### config.mk
export PLATFORM = sky130hd
export DESIGN_NAME = notification_frame_decoder_unit
export DESIGN_NICKNAME = d
export VERILOG_FILES = /design/src/sv/nfd_pkg.sv /design/src/sv/nfd_front.sv /design/src/sv/nfd_queue.sv /design/src/sv/nfd_back.sv /design/src/sv/notification_frame_decoder_unit.sv
export SDC_FILE = /design/constraint.sdc
export NUM_CORES = 1
export LEC_CHECK = 0
export BUFFER_PORTS_ARGS = -buffer_cell sky130_fd_sc_hd__buf_2
export CORE_MARGIN = 2
export CORE_UTILIZATION = 34
export CTS_CLUSTER_SIZE = 12
export DETAILED_ROUTE_END_ITERATION = 6
export SLEW_MARGIN = 30
export SYNTH_ARGS = -nofsm -noshare
export SYNTH_HDL_FRONTEND = slang
export SYNTH_HIERARCHICAL = 1
export SYNTH_SLANG_ARGS = --single-unit
### constraint.sdc
create_clock -name aclk -period 22.9 [get_ports aclk]
set_input_delay 4.58 -clock aclk [delete_from_list [all_inputs] [get_ports aclk]]
set_output_delay 4.58 -clock aclk [all_outputs]
set_load 0.005 [all_outputs]
### src/sv/nfd_pkg.sv
`timescale 1ns / 1ps

package nfd_pkg;

    // Longest frame that the buffer is sized for; longer heater frames are refused.
    localparam int unsigned MAX_FRAME = 32;

    // Byte counter width and its saturation value.
    localparam int unsigned CNT_W     = 6;
    localparam logic [CNT_W-1:0] COUNT_MAX = '1;

    // Depth of the queue between the frame checker and the record update.
    localparam int unsigned QUEUE_DEPTH = 2;

    // Framing bytes.
    localparam logic [7:0] AC_SYNC     = 8'h5A;
    localparam logic [7:0] AC_CR       = 8'h0D;
    localparam logic [7:0] AC_LF       = 8'h0A;
    localparam logic [7:0] HT_SYNC     = 8'h55;
    localparam logic [7:0] HT_IDLE_TAG = 8'h0F;

    // Air conditioner command codes.
    localparam logic [7:0] CMD_POWER   = 8'h01;
    localparam logic [7:0] CMD_MODE    = 8'h02;
    localparam logic [7:0] CMD_TARGET  = 8'h03;
    localparam logic [7:0] CMD_FAN     = 8'h04;
    localparam logic [7:0] CMD_CURRENT = 8'h07;
    localparam logic [7:0] CMD_SWING   = 8'h10;
    localparam logic [7:0] CMD_FAULT   = 8'h0B;

    // Data codes that switch a flag on.
    localparam logic [7:0] POWER_ON_CODE  = 8'h02;
    localparam logic [7:0] SWING_ON_CODE  = 8'h01;
    localparam logic [7:0] MANUAL_CODE    = 8'h01;

    // Ambient reading limit and offset in the long heater frame.
    localparam logic [15:0] AMB_LIMIT  = 16'd700;
    localparam logic [15:0] AMB_OFFSET = 16'd60;

    // Action picked by the frame checker for the record update.
    typedef enum logic [3:0] {
        ACT_REJECT,
        ACT_NONE,
        ACT_AC_POWER,
        ACT_AC_MODE,
        ACT_AC_TARGET,
        ACT_AC_FAN,
        ACT_AC_CURRENT,
        ACT_AC_SWING,
        ACT_AC_FAULT,
        ACT_HT_SHORT,
        ACT_HT_LONG
    } act_t;

    typedef enum logic [1:0] {
        TEMP_NONE,
        TEMP_CELSIUS,
        TEMP_FAHR
    } temp_kind_t;

    // Temperature request: whole Celsius degrees or Fahrenheit degrees.
    typedef struct packed {
        temp_kind_t         kind;
        logic signed [10:0] value;
    } temp_req_t;

    // One classified frame, as handed from the checker to the updater.
    typedef struct packed {
        act_t        act;
        logic [7:0]  byte_a;
        logic [7:0]  byte_b;
        logic [2:0]  fan;
        logic        flag;
        temp_req_t   temp;
        logic [15:0] alt;
    } desc_t;

    // Kept device record.
    typedef struct packed {
        logic               power;
        logic [7:0]         mode;
        logic signed [13:0] target;
        logic signed [13:0] current;
        logic [2:0]         fan;
        logic               swing;
        logic [7:0]         fault;
        logic               manual;
        logic [7:0]         status;
        logic [15:0]        alt;
        logic               alt_known;
    } rec_t;

endpackage

### src/sv/nfd_front.sv
`timescale 1ns / 1ps

module nfd_front (
    input  logic          aclk,
    input  logic          aresetn,
    input  logic          s_tvalid,
    output logic          s_tready,
    input  logic [7:0]    s_tdata,
    input  logic          s_tlast,
    input  logic          s_tuser,
    output logic          push,
    output nfd_pkg::desc_t push_desc,
    input  logic          q_full
);
    import nfd_pkg::*;

    // Only the frame positions that any check reads are kept.
    localparam int unsigned NCAP = 16;
    localparam int unsigned CAP_POS [NCAP] = '{0, 1, 4, 5, 7, 8, 12, 13, 14, 15,
                                               16, 17, 18, 19, 24, 25};
    localparam int unsigned P0  = 0;
    localparam int unsigned P1  = 1;
    localparam int unsigned P4  = 2;
    localparam int unsigned P5  = 3;
    localparam int unsigned P7  = 4;
    localparam int unsigned P8  = 5;
    localparam int unsigned P12 = 6;
    localparam int unsigned P13 = 7;
    localparam int unsigned P14 = 8;
    localparam int unsigned P15 = 9;
    localparam int unsigned P16 = 10;
    localparam int unsigned P17 = 11;
    localparam int unsigned P18 = 12;
    localparam int unsigned P19 = 13;
    localparam int unsigned P24 = 14;
    localparam int unsigned P25 = 15;

    logic [CNT_W-1:0] cnt_reg, cnt_next;
    logic [7:0]       cap_reg [NCAP];
    logic [7:0]       fb      [NCAP];
    logic [CNT_W-1:0] len;
    logic             take;
    logic [15:0]      amb;
    desc_t            desc;

    function automatic logic [2:0] clamp_fan(input logic [7:0] raw);
        logic [2:0] res;
        if (raw == 8'd0) begin
            res = 3'd1;
        end else if (raw > 8'd5) begin
            res = 3'd5;
        end else begin
            res = raw[2:0];
        end
        return res;
    endfunction

    function automatic temp_req_t decode_temp(input logic [7:0] raw, input logic [7:0] lo,
                                              input logic [7:0] hi, input logic [7:0] flo);
        temp_req_t res;
        res.value = 11'({3'b000, raw});
        if (raw >= lo && raw <= hi) begin
            res.kind = TEMP_CELSIUS;
        end else if (raw >= flo && raw <= 8'd99) begin
            res.kind = TEMP_FAHR;
        end else begin
            res.kind = TEMP_NONE;
        end
        return res;
    endfunction

    assign s_tready = ~q_full;
    assign take     = s_tvalid & s_tready;
    assign len      = (cnt_reg == COUNT_MAX) ? cnt_reg : cnt_reg + 1'b1;
    assign cnt_next = s_tlast ? '0 : len;

    // The byte now arriving stands in for its own position.
    always_comb begin
        for (int i = 0; i < NCAP; i++) begin
            fb[i] = (cnt_reg == CNT_W'(CAP_POS[i])) ? s_tdata : cap_reg[i];
        end
    end

    assign amb = {fb[P18], fb[P19]};

    always_comb begin
        desc        = '0;
        desc.act    = ACT_REJECT;
        desc.temp   = '{kind: TEMP_NONE, value: '0};
        if (!s_tuser) begin
            desc.byte_a = fb[P5];
            if (len == CNT_W'(9) && fb[P0] == AC_SYNC && fb[P1] == AC_SYNC &&
                fb[P7] == AC_CR && fb[P8] == AC_LF) begin
                desc.fan  = clamp_fan(fb[P5]);
                desc.temp = decode_temp(fb[P5], 8'd16, 8'd30, 8'd60);
                unique case (fb[P4])
                    CMD_POWER: begin
                        desc.act  = ACT_AC_POWER;
                        desc.flag = (fb[P5] == POWER_ON_CODE);
                    end
                    CMD_MODE:    desc.act = ACT_AC_MODE;
                    CMD_TARGET:  desc.act = ACT_AC_TARGET;
                    CMD_FAN:     desc.act = ACT_AC_FAN;
                    CMD_CURRENT: desc.act = ACT_AC_CURRENT;
                    CMD_SWING: begin
                        desc.act  = ACT_AC_SWING;
                        desc.flag = (fb[P5] == SWING_ON_CODE);
                    end
                    CMD_FAULT:   desc.act = ACT_AC_FAULT;
                    default:     desc.act = ACT_REJECT;
                endcase
            end
        end else begin
            desc.byte_a = fb[P13];
            if (len >= CNT_W'(14) && {1'b0, len} <= (CNT_W + 1)'(MAX_FRAME) &&
                fb[P0] == HT_SYNC) begin
                if (len == CNT_W'(22)) begin
                    desc.act    = ACT_HT_SHORT;
                    desc.flag   = (fb[P14] == MANUAL_CODE);
                    desc.fan    = clamp_fan(fb[P15]);
                    desc.temp   = decode_temp(fb[P16], 8'd4, 8'd38, 8'd40);
                    desc.byte_b = fb[P17];
                end else if (len == CNT_W'(28)) begin
                    desc.act        = ACT_HT_LONG;
                    desc.alt        = {fb[P24], fb[P25]};
                    desc.temp.value = 11'(amb - AMB_OFFSET);
                    desc.temp.kind  = (amb <= AMB_LIMIT) ? TEMP_FAHR : TEMP_NONE;
                end else if ((len == CNT_W'(20) && fb[P12] == HT_IDLE_TAG) ||
                             len == CNT_W'(16) || len == CNT_W'(24)) begin
                    desc.act = ACT_NONE;
                end
            end
        end
    end

    assign push      = take & s_tlast;
    assign push_desc = desc;

    always_ff @(posedge aclk) begin
        if (!aresetn) begin
            cnt_reg <= '0;
        end else if (take) begin
            cnt_reg <= cnt_next;
        end
    end

    always_ff @(posedge aclk) begin
        for (int i = 0; i < NCAP; i++) begin
            if (take && cnt_reg == CNT_W'(CAP_POS[i])) begin
                cap_reg[i] <= s_tdata;
            end
        end
    end

endmodule

### src/sv/nfd_queue.sv
`timescale 1ns / 1ps

module nfd_queue #(
    parameter int unsigned DEPTH = nfd_pkg::QUEUE_DEPTH
) (
    input  logic           aclk,
    input  logic           aresetn,
    input  logic           push,
    input  nfd_pkg::desc_t push_desc,
    output logic           full,
    output logic           valid,
    output nfd_pkg::desc_t head,
    input  logic           pop
);
    import nfd_pkg::*;

    localparam int unsigned PW = (DEPTH > 1) ? $clog2(DEPTH) : 1;
    localparam int unsigned CW = $clog2(DEPTH + 1);

    desc_t          mem_reg [DEPTH];
    logic [PW-1:0]  wr_reg, wr_next;
    logic [PW-1:0]  rd_reg, rd_next;
    logic [CW-1:0]  fill_reg, fill_next;
    logic           do_push, do_pop;

    assign full    = (fill_reg == CW'(DEPTH));
    assign valid   = (fill_reg != '0);
    assign head    = mem_reg[rd_reg];
    assign do_push = push & ~full;
    assign do_pop  = pop & valid;

    always_comb begin
        wr_next   = wr_reg;
        rd_next   = rd_reg;
        fill_next = fill_reg;
        if (do_push) begin
            wr_next = (wr_reg == PW'(DEPTH - 1)) ? '0 : wr_reg + 1'b1;
        end
        if (do_pop) begin
            rd_next = (rd_reg == PW'(DEPTH - 1)) ? '0 : rd_reg + 1'b1;
        end
        if (do_push && !do_pop) begin
            fill_next = fill_reg + 1'b1;
        end else if (do_pop && !do_push) begin
            fill_next = fill_reg - 1'b1;
        end
    end

    always_ff @(posedge aclk) begin
        if (!aresetn) begin
            wr_reg   <= '0;
            rd_reg   <= '0;
            fill_reg <= '0;
        end else begin
            wr_reg   <= wr_next;
            rd_reg   <= rd_next;
            fill_reg <= fill_next;
        end
    end

    always_ff @(posedge aclk) begin
        if (do_push) begin
            mem_reg[wr_reg] <= push_desc;
        end
    end

endmodule

### src/sv/nfd_back.sv
`timescale 1ns / 1ps

module nfd_back (
    input  logic           aclk,
    input  logic           aresetn,
    input  logic           q_valid,
    input  nfd_pkg::desc_t q_desc,
    output logic           q_pop,
    output logic           m_tvalid,
    input  logic           m_tready,
    output logic [79:0]    m_tdata
);
    import nfd_pkg::*;

    // (x + 4) / 9 as a multiply by a rounded-up reciprocal; exact for x below 2^16.
    localparam int unsigned RECIP_SHIFT = 19;
    localparam logic [33:0] RECIP = 34'(((1 << RECIP_SHIFT) + 8) / 9);

    rec_t               rec_reg, rec_next;
    rec_t               out_reg;
    logic               acc_reg, acc_next;
    logic               out_valid_reg, out_valid_next;
    logic signed [11:0] diff;
    logic               neg;
    logic [9:0]         mag;
    logic [16:0]        scaled;
    logic [33:0]        prod;
    logic [13:0]        quot;
    logic signed [13:0] temp;
    logic               temp_ok;

    // Temperature to 1/16 degree Celsius: Celsius times 16, Fahrenheit as (F - 32) * 80 / 9, rounded to nearest.
    always_comb begin
        diff   = 12'(q_desc.temp.value) - 12'sd32;
        neg    = diff[11];
        mag    = neg ? 10'(-diff) : 10'(diff);
        scaled = {1'b0, mag, 6'b0} + {3'b0, mag, 4'b0} + 17'd4;
        prod   = 34'(scaled) * RECIP;
        quot   = prod[RECIP_SHIFT +: 14];
        unique case (q_desc.temp.kind)
            TEMP_CELSIUS: temp = 14'(q_desc.temp.value) <<< 4;
            TEMP_FAHR:    temp = neg ? -$signed(quot) : $signed(quot);
            default:      temp = '0;
        endcase
        temp_ok = (q_desc.temp.kind != TEMP_NONE);
    end

    assign q_pop = q_valid & (~out_valid_reg | m_tready);

    always_comb begin
        rec_next = rec_reg;
        acc_next = 1'b1;
        unique case (q_desc.act)
            ACT_REJECT:   acc_next = 1'b0;
            ACT_NONE:     acc_next = 1'b1;
            ACT_AC_POWER: rec_next.power = q_desc.flag;
            ACT_AC_MODE:  rec_next.mode  = q_desc.byte_a;
            ACT_AC_TARGET: begin
                if (temp_ok) begin
                    rec_next.target = temp;
                end
            end
            ACT_AC_FAN:   rec_next.fan = q_desc.fan;
            ACT_AC_CURRENT: begin
                if (temp_ok) begin
                    rec_next.current = temp;
                end
            end
            ACT_AC_SWING: rec_next.swing = q_desc.flag;
            ACT_AC_FAULT: rec_next.fault = q_desc.byte_a;
            ACT_HT_SHORT: begin
                rec_next.fault  = q_desc.byte_a;
                rec_next.manual = q_desc.flag;
                rec_next.fan    = q_desc.fan;
                if (temp_ok) begin
                    rec_next.target = temp;
                end
                rec_next.status = q_desc.byte_b;
                rec_next.power  = (q_desc.byte_b != 8'd0);
            end
            ACT_HT_LONG: begin
                rec_next.fault = q_desc.byte_a;
                if (temp_ok) begin
                    rec_next.current = temp;
                end
                rec_next.alt       = q_desc.alt;
                rec_next.alt_known = 1'b1;
            end
            default:      acc_next = 1'b0;
        endcase
    end

    always_comb begin
        out_valid_next = out_valid_reg;
        if (q_pop) begin
            out_valid_next = 1'b1;
        end else if (m_tready) begin
            out_valid_next = 1'b0;
        end
    end

    always_ff @(posedge aclk) begin
        if (!aresetn) begin
            rec_reg       <= '0;
            out_valid_reg <= 1'b0;
        end else begin
            out_valid_reg <= out_valid_next;
            if (q_pop) begin
                rec_reg <= rec_next;
            end
        end
    end

    always_ff @(posedge aclk) begin
        if (q_pop) begin
            out_reg <= rec_next;
            acc_reg <= acc_next;
        end
    end

    assign m_tvalid = out_valid_reg;
    assign m_tdata  = {4'b0, out_reg.alt_known, out_reg.alt, out_reg.status,
                       out_reg.manual, out_reg.fault, out_reg.swing, out_reg.fan,
                       out_reg.current, out_reg.target, out_reg.mode, out_reg.power,
                       acc_reg};

endmodule

### src/sv/notification_frame_decoder_unit.sv
`timescale 1ns / 1ps

// Notification frame decoder.
// The slave channel takes one frame byte per beat: s_tdata is the byte, s_tlast
// marks the final byte of a frame and s_tuser gives the frame kind (0 for an air
// conditioner notification, 1 for a heater notification; the kind on the final
// beat selects the check). Bytes are taken one per cycle with no gaps needed.
// The master channel gives one beat per frame, carrying the accepted flag and the
// whole kept device record after that frame; a rejected frame leaves the record
// as it was and reports it with the flag low.
// A finished frame is written into the queue and moves on into the output register
// when that register is empty or being read.
// Throughput: one byte per cycle; the frame checker and the record updater are
// parted by a two-frame queue, so a stalled master side only holds the slave side
// once two finished frames are waiting behind the output register.
// Reset (aresetn low, synchronous) empties the byte count, the queue and the
// output register and clears the device record to zero.

module notification_frame_decoder_unit #(
    parameter int unsigned Q_DEPTH = nfd_pkg::QUEUE_DEPTH
) (
    input  logic        aclk,
    input  logic        aresetn,
    input  logic        s_tvalid,
    output logic        s_tready,
    input  logic [7:0]  s_tdata,   // [7:0] byte_value
    input  logic        s_tlast,   // last_byte
    input  logic        s_tuser,   // op
    output logic        m_tvalid,
    input  logic        m_tready,
    // [0] accepted, [1] power_state, [9:2] mode_code, [23:10] target_temp,
    // [37:24] current_temp, [40:38] fan_level, [41] swing_state,
    // [49:42] fault_value, [50] heater_manual, [58:51] heater_status_byte,
    // [74:59] altitude, [75] altitude_known, [79:76] zero
    output logic [79:0] m_tdata
);
    import nfd_pkg::*;

    // Classified frames travel from the checker to the updater through the queue.
    desc_t push_desc;
    desc_t q_desc;
    logic  push;
    logic  q_full;
    logic  q_valid;
    logic  q_pop;

    nfd_front u_front (
        .aclk      (aclk),
        .aresetn   (aresetn),
        .s_tvalid  (s_tvalid),
        .s_tready  (s_tready),
        .s_tdata   (s_tdata),
        .s_tlast   (s_tlast),
        .s_tuser   (s_tuser),
        .push      (push),
        .push_desc (push_desc),
        .q_full    (q_full)
    );

    nfd_queue #(
        .DEPTH (Q_DEPTH)
    ) u_queue (
        .aclk      (aclk),
        .aresetn   (aresetn),
        .push      (push),
        .push_desc (push_desc),
        .full      (q_full),
        .valid     (q_valid),
        .head      (q_desc),
        .pop       (q_pop)
    );

    // The updater owns the device record and the output register.
    nfd_back u_back (
        .aclk     (aclk),
        .aresetn  (aresetn),
        .q_valid  (q_valid),
        .q_desc   (q_desc),
        .q_pop    (q_pop),
        .m_tvalid (m_tvalid),
        .m_tready (m_tready),
        .m_tdata  (m_tdata)
    );

endmodule

==> results of run 1 <==
==> worst paths after layout <==
kind | cells after the start | slack (ps) | end | from
hold reg to reg | 2 | 460 | u_back/rec_reg[5] | u_back/rec_reg[5]
setup reg to reg | 41 | 12040 | u_back/m_tdata[20] | flop
hold / removal | 2 | 460 | u_back/rec_reg[5] | u_back/rec_reg[5]
setup / recovery | 41 | 12040 | u_back/m_tdata[20] | flop
==> critical path, delay by kind of cell (launching register included) <==
kind	cells	cell delay [ps]
buffers and inverters	9	1210
xor gates and xnor gates	2	620
and+or+nand+nor	8	1230
muxes	2	670
AOI/OAI and AO/OA	9	2000
adders and majority gates	11	4500
DFF	1	310
==> stage by stage <==
step	std cells	utilization [%]	cell area [sq um]	hold slack, ps	setup slack, ps
3_5_place_dp	2828	36.44	23490	447.0	12160
2_1_floorplan	1951	-	22190	432.5	13450
6_report	2901	38.32	24700	455.0	12040
4_1_cts	2900	38.28	24680	455.4	12120
5_1_grt	2901	38.32	24700	476.9	11340
3_3_place_gp	2828	36.43	23490	440.8	12370
==> metal layers <==
layer	up-vias	global-route usage (%)
li1	7164	-
met1	7420	21.55
met2	403	24.96
met3	77	2.441
met4	0	3.384
met5	-	0
==> cell usage in the layout, fill, tap and decap left out, drive strengths merged, types with 41 or more instances in the layout <==
cell / instances
nor2: 200
clkbuf: 68
nor3: 63
fa: 55
a21oi: 86
inv: 162
xnor2: 41
nand2: 130
edfxtp: 310
o21ai: 57
ha: 129
mux2: 103
mux2i: 65
dfxtp: 87
buf: 112
==> area by class of cell <==
type | count | area, sq um | share of cell area [%]
clock buffers | 68 | 1137 | 4.604
inverters | 162 | 610.6 | 2.472
flip-flops and latches | 397 | 11050 | 44.74
clock inverters | 4 | 47.55 | 0.1925
well taps | 855 | 1070 | 4.330
multi-input cells | 1303 | 10170 | 41.17
repair buffers | 112 | 616.8 | 2.497
==> cell families (layout without fill, tap and decap cells) <==
| logic type | after synthesis | in the layout |
|---|---|---|
| AO/OA/AOI/OAI | 311 | 311 |
| AND/OR/NAND/NOR | 572 | 572 |
| multiplexers | 168 | 168 |
| adder cells (fa/ha/maj) | 185 | 185 |
| other | 1 | 4 |
| buffers and inverters | 251 | 346 |
| XOR/XNOR | 63 | 63 |
| flip-flops | 397 | 397 |
==> summary.txt, run 1 <==
Max-slew violation count -> 0
DRT Wirelength -> 52620 microns
RSZ-0062 raised after global routing -> no
F_max -> 92.05 MHz
Post-DP HPWL -> 37170 microns
Starting Density -> 34.40%
ANT cells -> 0
Number of remaining DRC errors -> 0
Critical setup path kind -> reg -> reg
Flops & latches, synth -> 397
Simple-gate share of the synthesized area -> 12.74%
Share of the synthesized area in the top cell type -> 41.98%
First-pass GRT wire length -> 82920 microns
Worst Setup End Kind -> flop
Slowest cell on the critical path -> a311oi_1
Largest family of logic cells by synthesized area -> simple AND/OR/NAND/NOR gates
Top cells by count, synth -> edfxtp_1 (310), nor2_1 (199), inv_1 (159)
GRT Total Usage -> 15.36%
Worst hold path type -> reg -> reg
Resized Gates After CTS -> 0
Top sig layer -> met4
Buffers on Ports -> 91
Clock buffer depth -> 3
Core area -> 64460 sq um
Setup TNS -> 0 ps
H-tree depth -> 2
Setup crit start kind -> flop
Met2 wire length -> 24290 microns
Chip width -> 259.4 microns
Row cnt -> 93
Wire length per cell -> 18.14 microns
CP arrival -> 11080 ps
Worst Tran Pin Value -> 958.4 ps
Clock sinks -> 397
Router iterations before antenna repair -> 5
Placer congestion estimate -> 0.9034
Synth Area in Adders -> 12.29%
Post-Route Skew -> 14.68 ps
Post-Syn Area -> 22170 sq um
Status -> completed
Synth Area in Compound Gates -> 9.858%
Max reg flops -> 128
Number of flops mapped to enable cells by yosys -> 310
Mapped Cells -> 1948
Yosys warning count -> 6
Count leader, synth -> edfxtp_1
Hold_buf cts -> 0
Post-synth top flop -> edfxtp_1
Worst skew pair latency -> 530 ps
Root buffer cell -> clkbuf_16
Distinct cell type count after synthesis -> 102
Synth area leaders -> edfxtp_1 (42%), dfxtp_1 (7.9%), ha_1 (7.3%)
Die height -> 259.4 microns
CP Data Required Time -> 23120 ps
Sequential share of the synthesized area -> 49.84%
CTS Buf Count -> 40
Post-CTS Setup Bufs -> 0
Most common cell on crit path -> inv_1
Die ar. -> 67280 sq um
Vias -> 15064
Avg Cell Area, Syn -> 11.38 sq um
Final worst path period share -> 47.44%
Met3 WL -> 2626 microns
Post-Synth XOR/XNOR Area -> 2.551%
Reg clk slew, reported paths -> 60 ps
Number of I/O pins -> 96
Final-report hold violation count -> 0
Average vias per placed instance -> 5.193
Crit Path Max Fanout -> 53
Initial DRC count -> 1154
Slew headroom -> 35.61%
CTS tree -> done
Tmin final -> 10860 ps
Antenna violations before repair -> 2
Asr flop ratio synth -> 0%
Synth-to-Final Area Change -> 11.41%
Mux contribution to synthesized area -> 8.182%
Final setup vio count -> 0
Share of cells above drive strength 1 -> 15.40%
Vias in the first global route -> 15022
Max-cap violations -> 0
Layout fillers -> 6156
Routed Antenna Nets -> 0
Final net count -> 2214
Met1 wire length -> 24690 microns
Yosys top cell by area -> edfxtp_1
Maximum number of pins on one net before global-route repair -> 69
Largest stage delay, worst path -> 670 ps
Grt total ovfl -> 0
Power of run 1 is left out: the tool's default activity adds up to more than one toggle a clock period on the data nets, which glitch-free logic cannot reach.
==> run 2: changes to the inputs <==
==> constraint.sdc (replaced) <==
create_clock -name aclk -period 10.65 [get_ports aclk]
set_input_delay 2.13 -clock aclk [delete_from_list [all_inputs] [get_ports aclk]]
set_output_delay 2.13 -clock aclk [all_outputs]
set_load 0.005 [all_outputs]
==> summary.txt, run 2 (synthesized netlist as in run 1, its figures left out) <==
Status -> completed (unchanged)
FF-to-FF path depth -> 36 (was 41)
Critical setup path kind -> reg -> reg (unchanged)
Register area -> 11050 sq um (unchanged)
Worst hold path type -> reg -> reg (unchanged)
Max-cap violations -> 0 (unchanged)
Chip width -> 259.4 microns (unchanged)
Reg clk slew, reported paths -> 60 ps (about the same)
Placer congestion estimate -> 0.8944 (was 0.9034)
Core area -> 64460 sq um (unchanged)
Share of cells above drive strength 1 -> 15.98% (was 15.40%)
Row cnt -> 93 (unchanged)
Clock sinks -> 397 (unchanged)
Router iterations before antenna repair -> 6 (was 5)
F_max -> 100.1 MHz (was 92.05 MHz)
Synth-to-Final Area Change -> 12.20% (was 11.41%)
Hold_sp -> u_back/rec_reg[7] (was u_back/rec_reg[5])
Initial DRC count -> 1094 (was 1154)
Max-slew violation count -> 0 (unchanged)
Wire length per cell -> 18.11 microns (was 18.14 microns)
Setup crit start kind -> flop (unchanged)
Average vias per placed instance -> 5.164 (was 5.193)
R2R setup slack -> 660 ps (was 12040 ps)
Final-report hold violation count -> 0 (unchanged)
Root buffer cell -> clkbuf_16 (unchanged)
Layout fillers -> 6162 (was 6156)
WHS Path Cells -> 2 (unchanged)
Die height -> 259.4 microns (unchanged)
Hold_buf cts -> 0 (unchanged)
Vias -> 15016 (was 15064)
GRT Total Usage -> 15.53% (was 15.36%)
Max reg flops -> 128 (unchanged)
Min-Delay Endpoint -> u_back/rec_reg[7] (was u_back/rec_reg[5])
Most frequent cells in the layout -> edfxtp_1 (310), nor2_1 (199), inv_1 (158) (unchanged)
Vias in the first global route -> 15180 (was 15022)
Post-DP HPWL -> 37620 microns (was 37170 microns)
DRT Wirelength -> 52650 microns (was 52620 microns)
Antenna violations before repair -> 4 (was 2)
Most common cell after layout, fill and taps aside -> edfxtp_1 (unchanged)
Slew headroom -> 39.67% (was 35.61%)
Clock buffer depth -> 3 (unchanged)
Multi-input gate area -> 10210 sq um (was 10170 sq um)
Crit Path Max Fanout -> 9 (was 53)
CTS Buf Count -> 41 (was 40)
Final setup vio count -> 0 (unchanged)
Worst Tran Pin Value -> 898.0 ps (was 958.4 ps)
R2R Path End -> u_back/m_tdata[34] (was u_back/m_tdata[20])
Routed Antenna Nets -> 0 (unchanged)
Worst skew pair latency -> 540 ps (was 530 ps)
Tmin final -> 9992 ps (was 10860 ps)
Setup TNS -> 0 ps (unchanged)
Final net count -> 2218 (was 2214)
First-pass GRT wire length -> 84040 microns (was 82920 microns)
CP Data Required Time -> 10900 ps (was 23120 ps)
Slowest cell on the critical path -> fa_1 (was a311oi_1)
Number of remaining DRC errors -> 0 (unchanged)
Post-Route Skew -> 17.72 ps (was 14.68 ps)
Crit path max-delay family -> adder cells (unchanged)
Maximum number of pins on one net before global-route repair -> 69 (unchanged)
Largest stage delay, worst path -> 570 ps (was 670 ps)
Crit path buffers/inverters -> 5 (was 9)
CP arrival -> 10240 ps (was 11080 ps)
H-tree depth -> 2 (unchanged)
Final worst path period share -> 93.82% (was 47.44%)
CTS tree -> done (unchanged)
Buffers on Ports -> 91 (unchanged)
Number of I/O pins -> 96 (unchanged)
Grt total ovfl -> 0 (unchanged)
RSZ-0062 raised after global routing -> no (unchanged)
Die ar. -> 67280 sq um (unchanged)
Starting Density -> 34.40% (unchanged)
Worst Setup End Kind -> flop (unchanged)
run 2: changes by cell type in the layout (fill, tap and decap cells not counted), sizes merged:
cell    previous run  this run
diode              0         1
clkinv             3         1
bufinv             1         2
inv              162       164
clkbuf            68        70
buf              112       115
run 2: repair_timing:
item | CTS | global route
setup endpoints to repair | 0 | 44
resized for setup | 0 | 7
buffers inserted | 0 | 3
run 2: per-layer routing:
layer | global-route usage (%) | up-vias | routed length (microns)
met1 | 21.72 | 7423 | 24710
met3 | 1.914 | 65 | 2234
met4 | 3.273 | 2 | 813
li1 | - | 7182 | -
met5 | 0 | - | 13
met2 | 25.81 | 344 | 24890
run 2: worst max-delay path by stage:
| stage | from | to | slack (ps) | depth (start not counted) |
|---|---|---|---|---|
| 2_1_floorplan | flop | u_back/m_tdata[34] | 1200 | 43 |
| 3_3_place_gp | flop | u_back/m_tdata[34] | 790 | 40 |
| 3_5_place_dp | flop | u_back/m_tdata[20] | 500 | 40 |
| 6_report | flop | u_back/m_tdata[34] | 660 | 36 |
| 5_1_grt | flop | u_back/m_tdata[15] | 20 | 37 |
| 4_1_cts | flop | u_back/m_tdata[20] | 470 | 40 |
run 2: cell type report:
cell class | count | area share [%]
flip-flops and latches | 397 | 44.42
multi-input cells | 1303 | 41.02
clock buffers | 70 | 4.893
well taps | 855 | 4.300
repair buffers | 115 | 2.555
inverters | 162 | 2.454
clock inverters | 5 | 0.3420
diodes | 1 | 0.01006
run 2: tightest hold or removal path: cells and delay by family (launching register included):
kind	cells	cell delay, ps
AOI/OAI and AO/OA	1	50
DFF	1	300
and+or+nand+nor	1	50
run 2: through the flow:
stage	cell area, sq um	instances	hold slack [ps]	utilization (%)	setup WS (ps)
6_report	24880	2908	453.7	38.59	657.8
3_5_place_dp	23500	2829	446.8	36.46	500.8
3_3_place_gp	23500	2829	440.6	36.45	787.5
4_1_cts	24800	2904	455.2	38.48	472.4
2_1_floorplan	22190	1951	432.5	-	1200
5_1_grt	24880	2907	470.0	38.59	18.96
Power of run 2 is left out for the same reason.
